**config.mk**
```make
export PLATFORM = sky130hd
export DESIGN_NAME = shell_quote_tokenizer_top
export DESIGN_NICKNAME = d
export VERILOG_FILES = /design/src/design/sqt_pkg.sv /design/src/design/shell_quote_tokenizer_top.sv
export SDC_FILE = /design/constraint.sdc
export NUM_CORES = 1
export LEC_CHECK = 0
export BUFFER_PORTS_ARGS = -buffer_cell sky130_fd_sc_hd__buf_4
export CAP_MARGIN = 10
export CORE_MARGIN = 3
export CORE_UTILIZATION = 55
export DETAILED_ROUTE_END_ITERATION = 16
export HOLD_SLACK_MARGIN = 0.06
export MAX_ROUTING_LAYER = met4
export PLACE_DENSITY = 0.76
export SLEW_MARGIN = 10
export SYNTH_ARGS = -nofsm -noshare
export SYNTH_HDL_FRONTEND = slang
export SYNTH_SLANG_ARGS = --single-unit
```
**constraint.sdc**
```tcl
create_clock -name clk_i -period 8 [get_ports clk_i]
set_clock_uncertainty 0.2 [all_clocks]
set_input_delay 1.6 -clock clk_i [delete_from_list [all_inputs] [get_ports clk_i]]
set_output_delay 1.6 -clock clk_i [all_outputs]
set_load 0.05 [all_outputs]
```
**src/design/sqt_pkg.sv**
```systemverilog
// Package for the shell-style quoted word tokeniser.
// Holds the transfer payload types, character codes and line status codes.
// No dependencies.
`default_nettype none

package sqt_pkg;

  localparam logic [7:0] CH_BACKSLASH = 8'h5C;
  localparam logic [7:0] CH_SQUOTE    = 8'h27;
  localparam logic [7:0] CH_DQUOTE    = 8'h22;
  localparam logic [7:0] CH_SPACE     = 8'h20;
  localparam logic [7:0] CH_TAB       = 8'h09;
  localparam logic [7:0] CH_CR        = 8'h0D;

  // Line status codes carried in line_kind.
  localparam logic [1:0] LK_TOKENS = 2'd0;
  localparam logic [1:0] LK_EMPTY  = 2'd1;
  localparam logic [1:0] LK_ERROR  = 2'd2;

  // Largest number of results that one input item can cause.
  localparam int unsigned MaxRes = 3;

  typedef struct packed {
    logic [7:0] ch;
    logic       ch_valid;
    logic       line_end;
  } in_t;

  typedef struct packed {
    logic [7:0] out_byte;
    logic       byte_valid;
    logic       word_end;
    logic       line_done;
    logic [1:0] line_kind;
    logic       last;
  } out_t;

endpackage

`default_nettype wire

```
**src/design/shell_quote_tokenizer_top.sv**
```systemverilog
// Top level of the shell-style quoted word tokeniser.
// Depends on sqt_pkg for payload types and character codes.
//
// Usage: command-line bytes arrive on the input channel (in_valid_i,
// in_stall_o, in_data_i), one byte or end-only item per transfer. Word
// bytes, word ends and one line status result per line leave on the output
// channel (out_valid_o, out_stall_i, out_data_o), one result per transfer,
// with last set on the final result caused by each input item.
// Latency: results of an item are offered in the cycle after its transfer.
// Throughput: one item per cycle while each item causes at most one result and the receiver does not stall.
// An item that causes k results (at most three) holds the input channel until
// its last result leaves, because the output register drains one result per cycle.
// Items that cause no result only update the flags; they are stalled like any other item.
// Reset clears the quote, escape and word flags and empties the result
// buffer, so the first line after reset starts clean.
// When the receiver stalls, the current result stays on the output and the
// input is stalled once the buffer cannot take the next item's results.
`default_nettype none

module shell_quote_tokenizer_top
  import sqt_pkg::*;
(
  input  wire logic clk_i,
  input  wire logic rst_ni,
  input  wire logic in_valid_i,
  output logic      in_stall_o,
  input  wire in_t  in_data_i,
  output logic      out_valid_o,
  input  wire logic out_stall_i,
  output out_t      out_data_o
);

  // Parser flags.
  logic esc_q, esc_d;
  logic sq_q, sq_d;
  logic dq_q, dq_d;
  logic open_q, open_d;
  logic any_q, any_d;

  // Result buffer: slot 0 is the one on offer at the output.
  out_t       slot_q [MaxRes];
  out_t       slot_d [MaxRes];
  logic [1:0] cnt_q, cnt_d;

  // Results produced by the item at the input.
  out_t       res  [MaxRes];
  logic [1:0] nres;

  logic in_xfer;
  logic out_xfer;
  logic is_ws;

  assign out_valid_o = (cnt_q != 2'd0);
  assign out_data_o  = slot_q[0];
  assign out_xfer    = out_valid_o && !out_stall_i;

  // The buffer can take a new item when it is empty or its last result is
  // leaving in this cycle.
  assign in_stall_o = (cnt_q > 2'd1) || ((cnt_q == 2'd1) && out_stall_i);
  assign in_xfer    = in_valid_i && !in_stall_o;

  assign is_ws = (in_data_i.ch == CH_SPACE) ||
                 ((in_data_i.ch >= CH_TAB) && (in_data_i.ch <= CH_CR));

  // Tokeniser step: works out the next flags and the results of this item.
  always_comb begin
    out_t r_byte;
    out_t r_wend;
    out_t r_stat;
    r_byte = '0;
    r_byte.out_byte   = in_data_i.ch;
    r_byte.byte_valid = 1'b1;
    r_wend = '0;
    r_wend.word_end = 1'b1;
    r_stat = '0;
    r_stat.line_done = 1'b1;

    esc_d  = esc_q;
    sq_d   = sq_q;
    dq_d   = dq_q;
    open_d = open_q;
    any_d  = any_q;
    nres   = 2'd0;
    for (int i = 0; i < MaxRes; i++) begin
      res[i] = '0;
    end

    if (in_data_i.ch_valid) begin
      priority if (esc_q) begin
        res[nres] = r_byte;
        nres      = nres + 2'd1;
        open_d    = 1'b1;
        esc_d     = 1'b0;
      end else if (in_data_i.ch == CH_BACKSLASH) begin
        esc_d  = 1'b1;
        open_d = 1'b1;
      end else if (sq_q) begin
        if (in_data_i.ch == CH_SQUOTE) begin
          sq_d = 1'b0;
        end else begin
          res[nres] = r_byte;
          nres      = nres + 2'd1;
        end
        open_d = 1'b1;
      end else if (dq_q) begin
        if (in_data_i.ch == CH_DQUOTE) begin
          dq_d = 1'b0;
        end else begin
          res[nres] = r_byte;
          nres      = nres + 2'd1;
        end
        open_d = 1'b1;
      end else if (in_data_i.ch == CH_SQUOTE) begin
        sq_d   = 1'b1;
        open_d = 1'b1;
      end else if (in_data_i.ch == CH_DQUOTE) begin
        dq_d   = 1'b1;
        open_d = 1'b1;
      end else if (is_ws) begin
        if (open_q) begin
          res[nres] = r_wend;
          nres      = nres + 2'd1;
          open_d    = 1'b0;
          any_d     = 1'b1;
        end
      end else begin
        res[nres] = r_byte;
        nres      = nres + 2'd1;
        open_d    = 1'b1;
      end
    end

    if (in_data_i.line_end) begin
      // A backslash left dangling at line end becomes a word byte.
      if (esc_d) begin
        res[nres]          = r_byte;
        res[nres].out_byte = CH_BACKSLASH;
        nres               = nres + 2'd1;
      end
      if (sq_d || dq_d) begin
        // Unterminated quote: the open word is not closed.
        res[nres]           = r_stat;
        res[nres].line_kind = LK_ERROR;
        nres                = nres + 2'd1;
      end else begin
        if (open_d) begin
          res[nres] = r_wend;
          nres      = nres + 2'd1;
          any_d     = 1'b1;
        end
        res[nres]           = r_stat;
        res[nres].line_kind = any_d ? LK_TOKENS : LK_EMPTY;
        nres                = nres + 2'd1;
      end
      esc_d  = 1'b0;
      sq_d   = 1'b0;
      dq_d   = 1'b0;
      open_d = 1'b0;
      any_d  = 1'b0;
    end

    if (nres != 2'd0) begin
      res[nres - 2'd1].last = 1'b1;
    end
  end

  // Buffer control: load on an input transfer, otherwise shift on output.
  always_comb begin
    cnt_d = cnt_q;
    for (int i = 0; i < MaxRes; i++) begin
      slot_d[i] = slot_q[i];
    end
    if (in_xfer) begin
      cnt_d = nres;
      for (int i = 0; i < MaxRes; i++) begin
        slot_d[i] = res[i];
      end
    end else if (out_xfer) begin
      cnt_d = cnt_q - 2'd1;
      for (int i = 0; i < MaxRes - 1; i++) begin
        slot_d[i] = slot_q[i + 1];
      end
    end
  end

  always_ff @(posedge clk_i or negedge rst_ni) begin
    if (!rst_ni) begin
      esc_q  <= 1'b0;
      sq_q   <= 1'b0;
      dq_q   <= 1'b0;
      open_q <= 1'b0;
      any_q  <= 1'b0;
      cnt_q  <= 2'd0;
    end else begin
      cnt_q <= cnt_d;
      if (in_xfer) begin
        esc_q  <= esc_d;
        sq_q   <= sq_d;
        dq_q   <= dq_d;
        open_q <= open_d;
        any_q  <= any_d;
      end
    end
  end

  always_ff @(posedge clk_i) begin
    for (int i = 0; i < MaxRes; i++) begin
      slot_q[i] <= slot_d[i];
    end
  end

endmodule

`default_nettype wire

```
==> impl_metrics.toml <==
[sta]
setup_ws_ns = 2.71
final_max_slew_viol_count = 0
min_period_ns = 5.29
tightest_slew_ns = 0.799
fin_crit_sh_pct = 66.1
final-hold-violation-count = 0
setup_viol = 0
grt_setup_unrepaired = "false"
timing.fmax_mhz = 189
maxSlewHeadroom_pct = 46.4
finalSetupTns_ns = 0
hold_slack_ns = 0.324

[die]
io_pins = 30
start_util_pct = 58.9
core_sq_um = 4120
die_area_sq_um = 5240
fp-row-count = 23
dieHeight_um = 72.4
die_w_um = 72.4

[clock_network]
cts_buffers = 5
cts_tree = "done"
cts_resized = 0
clock_latency_ns = 0.29
cts_max_path_buffers = 2
cts_setup_buffers = 0
cts.sinks = 40
h-tree-depth = 2
root_buffer = "clkbuf_8"
hold_buffers = 0
path_clk_slew_ns = 0.08

[yosys]
postSynthCellCount = 249
async_flop_share_pct = 17.5
synth-seq-area-share_pct = 48.1
synth_area_leader_cell = "edfxtp_1"
yosys_register_bits = 40
synth_cell_types = 56
netlist.area_leader.share_pct = 40.9
synth_edf_count = 33
syn_area_per_cell_sq_um = 9.73
synth_area_leaders = "edfxtp_1 41%, dfrtp_1 7.2%, nand2_1 6.4%, buf_4 4.3%, ha_1 3.6%"
ys.flop_type = "edfxtp_1"
yosys-top-cells-count = "41 x nand2_1, 33 x edfxtp_1, 18 x inv_1"
yosysMostFrequentCell = "nand2_1"
syn_area_sq_um = 2420
yosys_warnings = 0

[detailed_routing]
drt_iter0_drc = 96
dr.pass1.iters = 4
viasPerCell = 5.88
ant_nets = 0
vias = 1864
wl_per_cell_um = 15.5
drt_wl_total_mm = 4.91
drc = 0

[grt]
use_met2_pct = 29.8
grt_util_all_layers_pct = 20.0
use_met3_pct = 4.02
grt_pass1_vias = 1720
met1_usage_pct = 27.3
antenna_found_initial = 0
grt_max_degree = 36
grt_pass1_wl_mm = 7.96
grt-busiest-layer = "met2"
grt-ovfl-total = 0

[setup_path]
cp.required_ns = 7.96
worstSetupEndpointType = "register"
rr_worst_depth = 12
worstPathMaxFanout = 10
start_kind = "input pin"
crit_type = "input pin to register"
worstPathArrival_ns = 5.25

[run]
timing.max_cap.violations = 0

[layout]
final_util_pct = 65.3
area_growth_pct = 10.8
drive_above_1_share_pct = 18.0
fin_nets = 287
design_area_sq_um = 2690
antenna_cells = 0
fillers = 347

[placed_design]
dpl.hpwl_mm = 3.54
placed_cell_area_sq_um = 2580
port_buffers = 29
place_ws_ns = 2.44
gp_congestion = 0.869

[min_path]
whs_path_depth = 2
holdCritPathClass = "register to register"

[pwr]
vdd_ir_drop_max_mv = 0.202
p_leak_uw = 0.00112
p_per_area_nw_per_um2 = 351

[run_status]
outcome = "completed"
## layer usage
metal | wire length, um | share of wire [%] | vias to the layer above
met2 | 2220 | 45 | 70
li1 | - | - | 911
met1 | 2300 | 47 | 874
met4 | 86 | 1.8 | 0
met3 | 297 | 6.0 | 9
met5 | 0 | 0 | -
## power by group
group	total [uW]	switching, uW	internal, uW
sequential	354	25.1	329
clock	159	68.4	90.8
combinational	430	302	128
total	944	396	548
## stage by stage
stage | power (uW) | cells
finish | 944 | 317
global route | 992 | 317
CTS | 950 | 317
detailed placement | 791 | 309
global placement | 781 | 309
floorplan | 717 | 252
## sequential cells by signal (all words and copies together) (netlist names)
name / cells
sq_q: 1
any_q: 1
slot_q: 33
esc_q: 1
cnt_q: 2
open_q: 1
dq_q: 1
## critical path, cell delays in order
cell	delay [ns]
buf_4	0.14
o21ai_0	0.38
nand2_1	0.10
a31o_2	0.25
a311oi_1	0.70
ha_1	0.42
xnor2_1	0.30
inv_1	0.11
ha_1	0.24
mux2i_1	0.27
o221ai_2	0.24
nor3_1	0.32
a22o_1	0.17
## worst paths after layout
| kind | to | start | slack, ns |
|---|---|---|---|
| worst max-delay path | slot_q[0][11] | in_data_i[2] | 2.71 |
| worst min-delay path | slot_q[0][18] | slot_q[0][32] | 0.32 |
| worst max register to register | slot_q[0][11] | sq_q | 4.07 |
| worst min register to register | slot_q[0][18] | slot_q[0][32] | 0.32 |
| max in group asynchronous | cnt_q[0] | rst_ni | 6.57 |
| min in group asynchronous | sq_q | rst_ni | 0.91 |
## layout by cell type, fill, tap and decap left out, types with 2 or more instances in the layout
cell | synthesis | layout
nor4bb_1 | 2 | 2
a22o_1 | 4 | 4
or3_1 | 2 | 2
nor2b_1 | 6 | 6
nand3_1 | 3 | 3
clkinv_1 | 0 | 2
clkbuf_8 | 0 | 5
o211ai_1 | 4 | 4
nand3b_1 | 2 | 2
a21o_1 | 3 | 3
nor3_1 | 6 | 6
o31ai_1 | 4 | 4
buf_4 | 14 | 31
ha_1 | 7 | 7
nor2_1 | 15 | 15
edfxtp_1 | 33 | 33
conb_1 | 1 | 4
dfrtp_1 | 7 | 7
o21ai_1 | 3 | 3
o41ai_1 | 2 | 2
a21oi_1 | 14 | 14
xnor2_1 | 3 | 3
nor4b_1 | 2 | 2
nand2_1 | 41 | 41
mux2i_1 | 4 | 4
o21ai_0 | 12 | 11
inv_1 | 18 | 18
## area by class of cell
type                            count  area [sq um]  share of cell area [%]
Sequential cell                    40          1170                    43.4
Multi-Input combinational cell    170          1050                    39.1
Timing Repair Buffer               31           233                    8.66
Clock buffer                        5          68.8                    2.56
Inverter                           18          67.6                    2.52
Tap cell                           50          62.6                    2.33
Clock inverter                      3          37.5                    1.40
## logic make-up after synthesis
| group | Yosys count | synth area share (%) |
|---|---|---|
| AND/OR/NAND/NOR | 91 | 18.9 |
| AO/OA/AOI/OAI | 61 | 17.3 |
| buffers and inverters | 42 | 9.14 |
| flip-flops | 40 | 48.1 |
| adder cells (fa/ha/maj) | 7 | 3.61 |
| multiplexers | 4 | 1.65 |
| XOR/XNOR | 3 | 1.08 |
| other | 1 | 0.155 |
(Power assumes the default switching activity.)
